`config.mk`:
```
export PLATFORM = sky130hd
export DESIGN_NAME = mac_learning_bridge_table_flat
export DESIGN_NICKNAME = d
export VERILOG_FILES = /design/src/mlb_pkg.sv /design/src/mlb_if.sv /design/src/mlb_cell.sv /design/src/mac_learning_bridge_table.sv /design/src/flat_wrapper.sv
export SDC_FILE = /design/constraint.sdc
export NUM_CORES = 2
export LEC_CHECK = 0
export BUFFER_PORTS_ARGS = -buffer_cell sky130_fd_sc_hd__buf_2
export CAP_MARGIN = 40
export CORE_MARGIN = 2
export CORE_UTILIZATION = 50
export DETAILED_ROUTE_END_ITERATION = 8
export PLACE_DENSITY = 0.66
export SLEW_MARGIN = 20
export SYNTH_ARGS = -nofsm -noshare
export SYNTH_HDL_FRONTEND = slang
export SYNTH_HIERARCHICAL = 1
export SYNTH_SLANG_ARGS = --single-unit
```
`constraint.sdc`:
```
create_clock -name clk -period 10.45 [get_ports clk]
set_clock_uncertainty 0.15 [all_clocks]
set_input_delay 1.5675 -clock clk [delete_from_list [all_inputs] [get_ports clk]]
set_output_delay 1.5675 -clock clk [all_outputs]
set_load 0.005 [all_outputs]
```
`src/mlb_pkg.sv`:
```
`timescale 1ns / 1ps
package mlb_pkg;

  localparam int NUM_PORTS_DEF     = 4;
  localparam int TABLE_ENTRIES_DEF = 16;
  localparam int IDX_BITS          = 8;   // enough for up to 256 slots
  localparam int ADDR_BITS         = 48;
  localparam int AGE_BITS          = 16;
  localparam int GROUP_BIT         = 40;
  localparam logic [AGE_BITS-1:0] AGE_MAX   = 16'hFFFF;
  localparam logic [AGE_BITS-1:0] AGE_RESET = 16'd30;

  // item codes
  localparam logic [1:0] OP_RX    = 2'd0;
  localparam logic [1:0] OP_LOCAL = 2'd1;
  localparam logic [1:0] OP_TICK  = 2'd2;

  // register indexes
  localparam logic [2:0] REG_ADDR0  = 3'd0;
  localparam logic [2:0] REG_ADDR1  = 3'd1;
  localparam logic [2:0] REG_ADDR2  = 3'd2;
  localparam logic [2:0] REG_ADDR3  = 3'd3;
  localparam logic [2:0] REG_ENABLE = 3'd4;
  localparam logic [2:0] REG_ECHO   = 3'd5;
  localparam logic [2:0] REG_AGE    = 3'd6;

  typedef enum logic [1:0] {
    ST_IDLE,
    ST_SEARCH,
    ST_FINISH
  } state_t;

  // search word handed from cell to cell
  typedef struct packed {
    logic                 live;
    logic                 dhit;
    logic [1:0]           dport;
    logic                 shit;
    logic [IDX_BITS-1:0]  sidx;
    logic                 ffree;
    logic [IDX_BITS-1:0]  fidx;
    logic [IDX_BITS-1:0]  oidx;
    logic [AGE_BITS-1:0]  oage;
  } carry_t;

  // table update broadcast to all cells
  typedef struct packed {
    logic                 en;
    logic                 is_new;
    logic [IDX_BITS-1:0]  idx;
    logic [ADDR_BITS-1:0] addr;
    logic [1:0]           port;
  } wr_t;

endpackage

```
`src/mlb_if.sv`:
```
`timescale 1ns / 1ps
interface mlb_in_if;
  logic        valid;
  logic        ready;
  logic [1:0]  op;
  logic [1:0]  port;
  logic [47:0] dest_addr;
  logic [47:0] src_addr;
  modport source (output valid, op, port, dest_addr, src_addr, input ready);
  modport sink   (input valid, op, port, dest_addr, src_addr, output ready);
endinterface

interface mlb_out_if;
  logic       valid;
  logic       ready;
  logic [3:0] tx_mask;
  logic       deliver_local;
  logic       rewrite_src;
  logic       dest_known;
  modport source (output valid, tx_mask, deliver_local, rewrite_src, dest_known,
                  input ready);
  modport sink   (input valid, tx_mask, deliver_local, rewrite_src, dest_known,
                  output ready);
endinterface

```
`src/mlb_cell.sv`:
```
`timescale 1ns / 1ps
module mlb_cell
  import mlb_pkg::*;
#(
  parameter int CELL_IDX = 0
) (
  input  logic                 clk,
  input  logic                 rst_n,
  input  logic [ADDR_BITS-1:0] dst,
  input  logic [ADDR_BITS-1:0] src,
  input  logic [AGE_BITS-1:0]  age_limit,
  input  logic                 tick,
  input  wr_t                  wr,
  input  carry_t               cin,
  output carry_t               cout
);

  localparam logic [IDX_BITS-1:0] MY_IDX = IDX_BITS'(CELL_IDX);

  logic [ADDR_BITS-1:0] addr_r;
  logic [1:0]           port_r;
  logic [AGE_BITS-1:0]  age_r;
  logic                 valid_r;
  carry_t               cout_r, cout_nxt;
  logic [AGE_BITS-1:0]  age_inc;

  // fold this entry into the passing search word
  always_comb begin
    cout_nxt = cin;
    if (!cin.dhit && valid_r && addr_r == dst) begin
      cout_nxt.dhit  = 1'b1;
      cout_nxt.dport = port_r;
    end
    if (!cin.shit && valid_r && addr_r == src) begin
      cout_nxt.shit = 1'b1;
      cout_nxt.sidx = MY_IDX;
    end
    if (!cin.ffree && !valid_r) begin
      cout_nxt.ffree = 1'b1;
      cout_nxt.fidx  = MY_IDX;
    end
    if (age_r > cin.oage) begin
      cout_nxt.oidx = MY_IDX;
      cout_nxt.oage = age_r;
    end
  end

  assign age_inc = (age_r < AGE_MAX) ? age_r + 1'b1 : age_r;

  // search word register
  always_ff @(posedge clk) begin
    if (!rst_n) begin
      cout_r <= '0;
    end else begin
      cout_r <= cout_nxt;
    end
  end

  // valid bit
  always_ff @(posedge clk) begin
    if (!rst_n) begin
      valid_r <= 1'b0;
    end else if (wr.en && wr.idx == MY_IDX) begin
      valid_r <= 1'b1;
    end else if (tick && valid_r && age_inc > age_limit) begin
      valid_r <= 1'b0;
    end
  end

  // entry payload
  always_ff @(posedge clk) begin
    if (wr.en && wr.idx == MY_IDX) begin
      if (wr.is_new) begin
        addr_r <= wr.addr;
      end
      port_r <= wr.port;
      age_r  <= '0;
    end else if (tick && valid_r) begin
      age_r <= age_inc;
    end
  end

  assign cout = cout_r;

endmodule

```
`src/mac_learning_bridge_table.sv`:
```
`timescale 1ns / 1ps
// MAC learning bridge table. Each input word (received frame, local frame or
// aging tick) yields exactly one result word. The table is a row of
// TABLE_ENTRIES cells; a search word walks down the row one cell per clock,
// collecting the destination hit, the source hit, the lowest free slot and
// the oldest slot. After acceptance a frame's search word is launched from a
// register, passes the TABLE_ENTRIES cell registers, and the row's result is
// captured as the block enters FINISH; the result word then goes to the output
// register and the next word can be taken. A tick or unused code goes straight
// to FINISH. A result held back by the output keeps the block in FINISH.
// One item is processed at a time; a new item is taken while the previous
// result still waits on the output. Valid bits clear at reset, no clearing
// pass. Registers sit on an APB port at an 8-byte stride.
module mac_learning_bridge_table
  import mlb_pkg::*;
#(
  parameter int NUM_PORTS     = NUM_PORTS_DEF,
  parameter int TABLE_ENTRIES = TABLE_ENTRIES_DEF
) (
  input  logic        clk,
  input  logic        rst_n,
  mlb_in_if.sink      in_ch,
  mlb_out_if.source   out_ch,
  input  logic        psel,
  input  logic        penable,
  input  logic        pwrite,
  input  logic [5:0]  paddr,
  input  logic [63:0] pwdata,
  output logic [63:0] prdata,
  output logic        pready
);

  localparam logic [3:0] PORTS_ALL = 4'((1 << NUM_PORTS) - 1);

  // configuration
  logic [ADDR_BITS-1:0] port_addr_r [4];
  logic [3:0]           enable_r, echo_r;
  logic [AGE_BITS-1:0]  age_limit_r;
  logic [2:0]           reg_sel;

  assign pready  = 1'b1;
  assign reg_sel = paddr[5:3];

  always_ff @(posedge clk) begin
    if (!rst_n) begin
      for (int i = 0; i < 4; i++) port_addr_r[i] <= '0;
      enable_r    <= '0;
      echo_r      <= '0;
      age_limit_r <= AGE_RESET;
    end else if (psel && penable && pwrite) begin
      case (reg_sel)
        REG_ADDR0:  port_addr_r[0] <= pwdata[47:0];
        REG_ADDR1:  port_addr_r[1] <= pwdata[47:0];
        REG_ADDR2:  port_addr_r[2] <= pwdata[47:0];
        REG_ADDR3:  port_addr_r[3] <= pwdata[47:0];
        REG_ENABLE: enable_r       <= pwdata[3:0];
        REG_ECHO:   echo_r         <= pwdata[3:0];
        REG_AGE:    age_limit_r    <= pwdata[15:0];
        default: ;
      endcase
    end
  end

  always_comb begin
    case (reg_sel)
      REG_ADDR0:  prdata = {16'd0, port_addr_r[0]};
      REG_ADDR1:  prdata = {16'd0, port_addr_r[1]};
      REG_ADDR2:  prdata = {16'd0, port_addr_r[2]};
      REG_ADDR3:  prdata = {16'd0, port_addr_r[3]};
      REG_ENABLE: prdata = {60'd0, enable_r};
      REG_ECHO:   prdata = {60'd0, echo_r};
      REG_AGE:    prdata = {48'd0, age_limit_r};
      default:    prdata = '0;
    endcase
  end

  // item latch and control
  state_t               state_r, state_nxt;
  logic [1:0]           op_r, port_r;
  logic [ADDR_BITS-1:0] dst_r, src_r;
  logic                 launch_r;
  carry_t               res_r;
  logic                 out_valid_r;
  logic [3:0]           tx_r;
  logic                 local_r, rewrite_r, known_r;
  logic                 in_acc, out_free, is_frame;
  carry_t               chain [TABLE_ENTRIES+1];
  wr_t                  wr;
  logic                 tick;
  logic [TABLE_ENTRIES:0] live_vec;

  assign in_ch.ready = (state_r == ST_IDLE);
  assign in_acc      = in_ch.valid && in_ch.ready;
  assign out_free    = !out_valid_r || out_ch.ready;
  assign is_frame    = (in_ch.op == OP_RX) || (in_ch.op == OP_LOCAL);

  always_comb begin
    state_nxt = state_r;
    case (state_r)
      ST_IDLE:   if (in_acc) state_nxt = is_frame ? ST_SEARCH : ST_FINISH;
      ST_SEARCH: if (chain[TABLE_ENTRIES].live) state_nxt = ST_FINISH;
      ST_FINISH: if (out_free) state_nxt = ST_IDLE;
      default:   state_nxt = ST_IDLE;
    endcase
  end

  always_ff @(posedge clk) begin
    if (!rst_n) begin
      state_r  <= ST_IDLE;
      launch_r <= 1'b0;
    end else begin
      state_r  <= state_nxt;
      launch_r <= in_acc && is_frame;
    end
  end

  always_ff @(posedge clk) begin
    if (in_acc) begin
      op_r   <= in_ch.op;
      port_r <= in_ch.port;
      dst_r  <= in_ch.dest_addr;
      src_r  <= in_ch.src_addr;
    end
    if (state_r == ST_SEARCH && chain[TABLE_ENTRIES].live) begin
      res_r <= chain[TABLE_ENTRIES];
    end
  end

  // cell row
  always_comb begin
    chain[0]      = '0;
    chain[0].live = launch_r;
  end

  for (genvar g = 0; g < TABLE_ENTRIES; g++) begin : g_cell
    mlb_cell #(.CELL_IDX(g)) u_cell (
      .clk       (clk),
      .rst_n     (rst_n),
      .dst       (dst_r),
      .src       (src_r),
      .age_limit (age_limit_r),
      .tick      (tick),
      .wr        (wr),
      .cin       (chain[g]),
      .cout      (chain[g+1])
    );
  end

  for (genvar g = 0; g <= TABLE_ENTRIES; g++) begin : g_live
    assign live_vec[g] = chain[g].live;
  end

  // forwarding decision
  logic [3:0] active, ingress, flood, hit_bit;
  logic       own, group, finish;

  assign finish  = (state_r == ST_FINISH) && out_free;
  assign active  = enable_r & PORTS_ALL;
  assign ingress = (32'(port_r) < NUM_PORTS) ? (4'd1 << port_r) : 4'd0;
  assign flood   = active & ~(ingress & ~echo_r);
  assign hit_bit = (32'(res_r.dport) < NUM_PORTS) ? (4'd1 << res_r.dport) : 4'd0;
  assign group   = dst_r[GROUP_BIT];

  always_comb begin
    own = 1'b0;
    for (int i = 0; i < NUM_PORTS; i++) begin
      if (active[i] && port_addr_r[i] == dst_r) own = 1'b1;
    end
  end

  logic [3:0] tx_nxt;
  logic       local_nxt, rewrite_nxt, known_nxt;

  always_comb begin
    tx_nxt      = '0;
    local_nxt   = 1'b0;
    rewrite_nxt = 1'b0;
    known_nxt   = 1'b0;
    case (op_r)
      OP_RX: begin
        if (group) begin
          tx_nxt    = flood;
          local_nxt = 1'b1;
        end else if (own) begin
          local_nxt = 1'b1;
        end else if (res_r.dhit) begin
          tx_nxt    = hit_bit;
          known_nxt = 1'b1;
        end else begin
          tx_nxt = flood;
        end
      end
      OP_LOCAL: begin
        if (!group && res_r.dhit) begin
          tx_nxt      = hit_bit;
          rewrite_nxt = (res_r.dport != port_r);
          known_nxt   = 1'b1;
        end else begin
          tx_nxt      = active;
          rewrite_nxt = 1'b1;
        end
      end
      default: ;
    endcase
  end

  // table update: learn on received frames, age on ticks
  always_comb begin
    wr        = '0;
    wr.en     = finish && (op_r == OP_RX);
    wr.is_new = !res_r.shit;
    wr.idx    = res_r.shit ? res_r.sidx : (res_r.ffree ? res_r.fidx : res_r.oidx);
    wr.addr   = src_r;
    wr.port   = port_r;
  end
  assign tick = finish && (op_r == OP_TICK);

  // output register
  always_ff @(posedge clk) begin
    if (!rst_n) begin
      out_valid_r <= 1'b0;
    end else if (finish) begin
      out_valid_r <= 1'b1;
    end else if (out_ch.ready) begin
      out_valid_r <= 1'b0;
    end
  end

  always_ff @(posedge clk) begin
    if (finish) begin
      tx_r      <= tx_nxt;
      local_r   <= local_nxt;
      rewrite_r <= rewrite_nxt;
      known_r   <= known_nxt;
    end
  end

  assign out_ch.valid         = out_valid_r;
  assign out_ch.tx_mask       = tx_r;
  assign out_ch.deliver_local = local_r;
  assign out_ch.rewrite_src   = rewrite_r;
  assign out_ch.dest_known    = known_r;

  // checks
  a_one_token: assert property (@(posedge clk) disable iff (!rst_n)
    $countones(live_vec) <= 1)
    else $error("more than one search word in the cell row");

  a_write_range: assert property (@(posedge clk) disable iff (!rst_n)
    wr.en |-> (32'(wr.idx) < TABLE_ENTRIES))
    else $error("table write outside the row");

  a_no_tick_write: assert property (@(posedge clk) disable iff (!rst_n)
    !(wr.en && tick))
    else $error("learn and age in the same cycle");

  a_busy_after_accept: assert property (@(posedge clk) disable iff (!rst_n)
    in_acc |=> !in_ch.ready)
    else $error("second word taken before the first finished");

  a_search_ends: assert property (@(posedge clk) disable iff (!rst_n)
    (state_r == ST_SEARCH && chain[TABLE_ENTRIES].live) |=> state_r == ST_FINISH)
    else $error("search result dropped");

endmodule
```
`src/flat_wrapper.sv`:
```
// flat-port wrapper written by rule: the top's interface ports become plain ports
module mac_learning_bridge_table_flat import mlb_pkg::*;
#(
  parameter int NUM_PORTS     = NUM_PORTS_DEF,
  parameter int TABLE_ENTRIES = TABLE_ENTRIES_DEF
)
  (clk, rst_n, psel, penable, pwrite, paddr, pwdata, prdata, pready, in_ch_valid, in_ch_op, in_ch_port, in_ch_dest_addr, in_ch_src_addr, in_ch_ready, out_ch_valid, out_ch_tx_mask, out_ch_deliver_local, out_ch_rewrite_src, out_ch_dest_known, out_ch_ready);
  mlb_in_if in_ch_i ();
  mlb_out_if out_ch_i ();
  input  logic clk;
  input  logic rst_n;
  input  logic psel;
  input  logic penable;
  input  logic pwrite;
  input  logic [5:0] paddr;
  input  logic [63:0] pwdata;
  output logic [63:0] prdata;
  output logic pready;
  input wire logic [$bits(in_ch_i.valid)-1:0] in_ch_valid;
  input wire logic [$bits(in_ch_i.op)-1:0] in_ch_op;
  input wire logic [$bits(in_ch_i.port)-1:0] in_ch_port;
  input wire logic [$bits(in_ch_i.dest_addr)-1:0] in_ch_dest_addr;
  input wire logic [$bits(in_ch_i.src_addr)-1:0] in_ch_src_addr;
  output wire logic [$bits(in_ch_i.ready)-1:0] in_ch_ready;
  output wire logic [$bits(out_ch_i.valid)-1:0] out_ch_valid;
  output wire logic [$bits(out_ch_i.tx_mask)-1:0] out_ch_tx_mask;
  output wire logic [$bits(out_ch_i.deliver_local)-1:0] out_ch_deliver_local;
  output wire logic [$bits(out_ch_i.rewrite_src)-1:0] out_ch_rewrite_src;
  output wire logic [$bits(out_ch_i.dest_known)-1:0] out_ch_dest_known;
  input wire logic [$bits(out_ch_i.ready)-1:0] out_ch_ready;
  assign in_ch_i.valid = in_ch_valid;
  assign in_ch_i.op = in_ch_op;
  assign in_ch_i.port = in_ch_port;
  assign in_ch_i.dest_addr = in_ch_dest_addr;
  assign in_ch_i.src_addr = in_ch_src_addr;
  assign in_ch_ready = in_ch_i.ready;
  assign out_ch_valid = out_ch_i.valid;
  assign out_ch_tx_mask = out_ch_i.tx_mask;
  assign out_ch_deliver_local = out_ch_i.deliver_local;
  assign out_ch_rewrite_src = out_ch_i.rewrite_src;
  assign out_ch_dest_known = out_ch_i.dest_known;
  assign out_ch_i.ready = out_ch_ready;
  mac_learning_bridge_table #(.NUM_PORTS(NUM_PORTS), .TABLE_ENTRIES(TABLE_ENTRIES)) u_core (.clk(clk), .rst_n(rst_n), .in_ch(in_ch_i), .out_ch(out_ch_i), .psel(psel), .penable(penable), .pwrite(pwrite), .paddr(paddr), .pwdata(pwdata), .prdata(prdata), .pready(pready));
endmodule
```
# Yosys cells after proc, flatten, opt, wreduce, memory -nomap -nowiden
# Memories as Yosys holds them, arrays and structs flattened.
# Cells that the tools add are included.
dict set report word_totals {
  reg_bits 1877
  ram_bits 192
  inputBits 177
  out_inout_bits 74
  elab_cells 857
  memories 1
}
# memory depth width rd rd_clocked_by_memory_dff write_ports line_no
set memory_table {}
lappend memory_table {u_core.port_addr_r 4 48 4 0 4 mac_learning_bridge_table.sv:36} ;# logic [ADDR_BITS-1:0] port_addr_r [4];
dict set report op_classes {
  add_sub_neg 16
  magnitude_cmp 48
  eq_ne 66
  shift 2
  mux 159
  bitwise_logic 10
  reduce_logical 287
}
# cell count
set ops {}
lappend ops {{48-bit equality test} 36}
lappend ops {{16-bit greater-than comparator} 31}
lappend ops {{48-bit case mux with 7 select lines} 1}
lappend ops {{9-bit two-way mux} 32}
lappend ops {{16-bit by 1-bit adder with 16-bit output, second input constant} 16}
lappend ops {{16-bit < comparator, second input constant} 16}
lappend ops {{16-bit two-way mux} 16}
lappend ops {{48-bit two-way mux} 4}
lappend ops {{20-bit two-way mux} 8}
lappend ops {{1-bit logical AND} 138}
lappend ops {{2-bit OR reduction} 41}
lappend ops {{19-bit two-way mux} 4}
lappend ops {{8-bit by 4-bit equality test with 1-bit output, second input constant} 8}
lappend ops {{1-bit logical NOT} 62}
lappend ops {{1-bit two-way mux} 62}
lappend ops {{3-bit two-way mux} 16}
lappend ops {{2-bit AND reduction} 21}
lappend ops {{18-bit two-way mux} 2}
lappend ops {{2-bit nonzero test} 17}
lappend ops {{8-bit by 3-bit equality test with 1-bit output, second input constant} 4}
lappend ops {{17-bit two-way mux} 1}
lappend ops {{8-bit by 2-bit equality test with 1-bit output, second input constant} 2}
lappend ops {{16-bit by 1-bit greater-than comparator with 1-bit output, second input constant} 1}
lappend ops {{4-bit two-way mux} 4}
lappend ops {{24 further kinds} 45}

# Logic depth before layout (Yosys ltp)
# An unclocked memory read counts as a cell.
dict set report depth {
  word_depth 10
  mapped_depth 15
}

# By module
# The synthesis kept the hierarchy.
# module instances cells_each area_each_um2 seq_area_each_um2
set modules_own_cells {}
lappend modules_own_cells {{mlb_cell at u_core.g_cell[1].u_cell ...} 3 576 5947.0 2762.6}
lappend modules_own_cells {mac_learning_bridge_table 1 1288 16502.1 10410.0}
lappend modules_own_cells {{mlb_cell at u_core.g_cell[10].u_cell ...} 2 588 5957.0 2762.6}
lappend modules_own_cells {{mlb_cell at u_core.g_cell[13].u_cell ...} 2 579 5899.4 2762.6}
lappend modules_own_cells {{mlb_cell at u_core.g_cell[9].u_cell} 1 602 6107.1 2762.6}
lappend modules_own_cells {{mlb_cell at u_core.g_cell[7].u_cell} 1 604 5985.7 2762.6}
lappend modules_own_cells {{mlb_cell at u_core.g_cell[11].u_cell} 1 579 5970.7 2762.6}
lappend modules_own_cells {{mlb_cell at u_core.g_cell[0].u_cell} 1 589 5969.5 2762.6}
lappend modules_own_cells {{mlb_cell at u_core.g_cell[8].u_cell} 1 586 5968.2 2762.6}
lappend modules_own_cells {{mlb_cell at u_core.g_cell[3].u_cell} 1 589 5954.5 2762.6}
lappend modules_own_cells {{mlb_cell at u_core.g_cell[6].u_cell} 1 566 5947.0 2762.6}
lappend modules_own_cells {{mlb_cell at u_core.g_cell[15].u_cell} 1 583 5944.5 2762.6}
lappend modules_own_cells {{mlb_cell at u_core.g_cell[12].u_cell} 1 589 5909.4 2762.6}

# Worst setup path after synthesis
# OpenSTA, ideal clock, no wires.
dict set report synth_path {
  path_kind {input to register}
  from {input port paddr[4]}
  to {memory u_core.port_addr_r[3][0] (enable)}
  setup_time_ns 0.520
  arrival_ns 5.507
  required_ns 9.780
  path_slack_ns 4.273
  path_stages 4
  path_buffers 1
  cell_sequence {buf_2 nor2b_1 nand2_1 o21ai_0}
}
# element line_no
set synth_lines {}
lappend synth_lines {{from (decl)} flat_wrapper.sv:15} ;# input logic [5:0] paddr;
lappend synth_lines {{to (decl)} mac_learning_bridge_table.sv:36}

# Final worst setup path
dict set report layout_path {
  from {input port paddr[4]}
  to {output port prdata[28]}
}
dict set report layout_between {
  elab_chain_cells 2
  word_cells_on_any_way 8
  cone_classes {6 x eq/ne; 1 x mux; 1 x reduce/logical}
}
# element line_no
set layout_rtl {}
lappend layout_rtl {{3-bit equality test (tied with other cells)} mac_learning_bridge_table.sv:65} ;# case (reg_sel)
lappend layout_rtl {{48-bit case mux with 7 select lines *} mac_learning_bridge_table.sv:65}
lappend layout_rtl {{to (decl)} flat_wrapper.sv:17} ;# output logic [63:0] prdata;
# Every way passes the cells marked *; elsewhere a longest branch is shown, timed or not.

==> results.yml <==
drt:
  drt_wl_total_um: 368000
  dr.pass1.iters: 6
  drc: 0
  routedWlPerCell_um: 26.0
  dr_total_vias: 83700
  viasPerCell: 5.92
  drt_first_iter_violations: 9925
  ant_nets: 0
sta:
  finalSetupViolations: 0
  worstMarginPinSlew_ns: 0.946
  setup_tns_ns: 0
  finalMaxSlewViolations: 0
  relSlewSlack: 0.369
  hold_viol: 0
  fmax_mhz: 182
  finalCriticalPeriod_ns: 5.49
  rsz0062_at_grt: "no"
  fin_ws_ns: 4.96
  period_share: 0.525
grt:
  grt_pass1_wl_um: 531000
  antenna_found_initial: 25
  grt_pass1_vias: 80100
  grt-ovfl-total: 0
  grtUsageTotal: 0.319
  grt_max_degree: 186
clocking:
  ctsResizeCount: 0
  cts_tree: "yes"
  clockRootBuffer: "clkbuf_16"
  clock_sinks: 2148
  htree_num_levels: 4
  clk_path_buf_depth: 3
  insertion_delay_ns: 0.92
  holdBufCountCts: 0
  cts_buffers: 223
  post_cts_buffers: 0
  clk_pin_slew_ns: 0.06
job:
  maxCapViolCount: 0
setup_path:
  regToRegStartpoint: "u_core/g_cell[4].u_cell/age_r[1]$_SDFFE_PP0P_"
  r2r_slack_ns: 6.35
  endpoint_kind: "output pin"
  cp_common_cell: "buf_2"
  cp_max_fo: 29
  crit_chain: "buf_2 > nor2b_1 > and2_2 > buf_16 > a22oi_1 > nand2_1 > buf_2"
  crit_slowest_cell: "and2_2"
  crit_start: "paddr[4]"
  start_kind: "primary input"
  worstPathRequired_ns: 8.73
  path_class: "primary input to output pin"
  arrival_ns: 3.77
  max_stage_delay_ns: 0.56
power:
  p_int_mw: 14.2
  clockPowerShare: 0.432
  seqPwrFrac: 0.478
  swShare: 0.252
  powerDensity_nw_per_um2: 153
  ir_drop_mv: 0.189
  pwr-share-comb: 0.090
  p_sw_mw: 4.81
  power.leakage_nw: 46.1
synthesis:
  ys_warn_count: 6
  synth.avg_cell_area_sq_um: 10.5
  netlist_instances: 10600
  syn_area_sq_um: 111000
die:
  core-area_sq_um: 222000
  die_x_um: 476
  ios: 251
  die_area_sq_um: 226000
  initial_core_util: 0.502
  rows: 173
  die_y_um: 476
placement:
  dp_hpwl_um: 237000
  placed_cells: 13700
  dp_slack_ns: 4.80
  gp_congestion: 0.945
  numPortBuffers: 214
finish:
  nets: 11700
  stdcell_count: 14100
  syn2layout_area_growth_pct: 11.9
  drive_above_1_share: 0.0963
outcome:
  status: "finished, final reports clean"
worst_hold_path:
  hold_class: "register to register"
  min_from: "u_core/g_cell[15].u_cell/cout[37]$_SDFF_PP0_"
-- layer usage --
| metal | global-route usage | wire length [um] | share of wire |
|---|---|---|---|
| met5 | 0 | 44 | 0.00012 |
| met4 | 0.167 | 23100 | 0.063 |
| met3 | 0.0648 | 41200 | 0.11 |
| met2 | 0.493 | 160000 | 0.44 |
| met1 | 0.422 | 143000 | 0.39 |
-- layout make-up --
cell class                 instances  area, sq um
antenna                            9         22.5
clock inverter                   117         1310
clock buffer                     304         6340
tap                             2975         3720
timing repair buffer             449         3280
fill                           19000        97200
multi-input combinational       7385        52700
inverter                         747         2800
sequential                      2148        54300
-- worst max-delay path: cells and delay by family --
| kind | cells | cell delay, ns |
|---|---|---|
| AND/OR/NAND/NOR | 3 | 1.16 |
| buffers and inverters | 3 | 0.94 |
| AO/OA/AOI/OAI | 1 | 0.08 |
-- power groups by stage --
stage               Sequential, mW  Combinational [mW]  Clock (mW)
floorplan                     9.43               0.800           0
global placement              9.29                1.60           0
detailed placement            9.29                1.63           0
CTS                           9.11                1.64        8.31
global route                  9.12                1.77        8.64
finish                        9.11                1.71        8.22
-- final timing paths --
path,cells past startpoint,end
max reg2reg,13,u_core/g_cell[4].u_cell/valid_r$_SDFFE_PN0P_
min reg2reg,0,u_core/res_r[37]$_DFFE_PP_
min,0,u_core/res_r[37]$_DFFE_PP_
max,7,prdata[28]
-- registers in the layout, indices dropped and copies added (netlist names), 16 cells and up --
| name | cells |
|---|---|
| u_core/g_cell.u_cell/addr_r | 768 |
| u_core/g_cell.u_cell/cout | 720 |
| u_core/g_cell.u_cell/age_r | 256 |
| u_core/port_addr_r | 192 |
| u_core/dst_r | 48 |
| u_core/src_r | 48 |
| u_core/g_cell.u_cell/port_r | 32 |
| u_core/res_r | 29 |
| u_core/age_limit_r | 16 |
| u_core/g_cell.u_cell/valid_r | 16 |
-- layout by cell type, fill, tap and decap left out, types with 61 or more instances in the layout --
cell       count
clkbuf_16    232
buf_2        216
o21ai_0      216
conb_1        81
nor2_1       509
nand2b_1      81
buf_4        198
and3_1        78
xnor2_1     1246
nand2_1      764
nor2b_1      127
and2_1       471
mux2i_1      114
o21a_1        85
edfxtp_1    1128
dfxtp_1     1019
nor4_1       201
nor3_1        96
a22oi_1       92
a21oi_1      331
inv_1        741
ha_1         528
nand4_1      427
xor2_1       596
o31ai_1       61
nand3_1      356
-- metrics by stage --
stage	power, mW	hold slack [ns]	utilization	area (sq um)
5_1_grt	19.5	0.258	0.562	124000
3_5_place_dp	10.9	0.240	0.527	117000
4_1_cts	19.1	0.255	0.561	124000
3_3_place_gp	10.9	0.237	0.524	116000
2_1_floorplan	10.2	0.236	-	112000
6_report	19.0	0.253	0.562	124000
(Power assumes the default switching activity.)
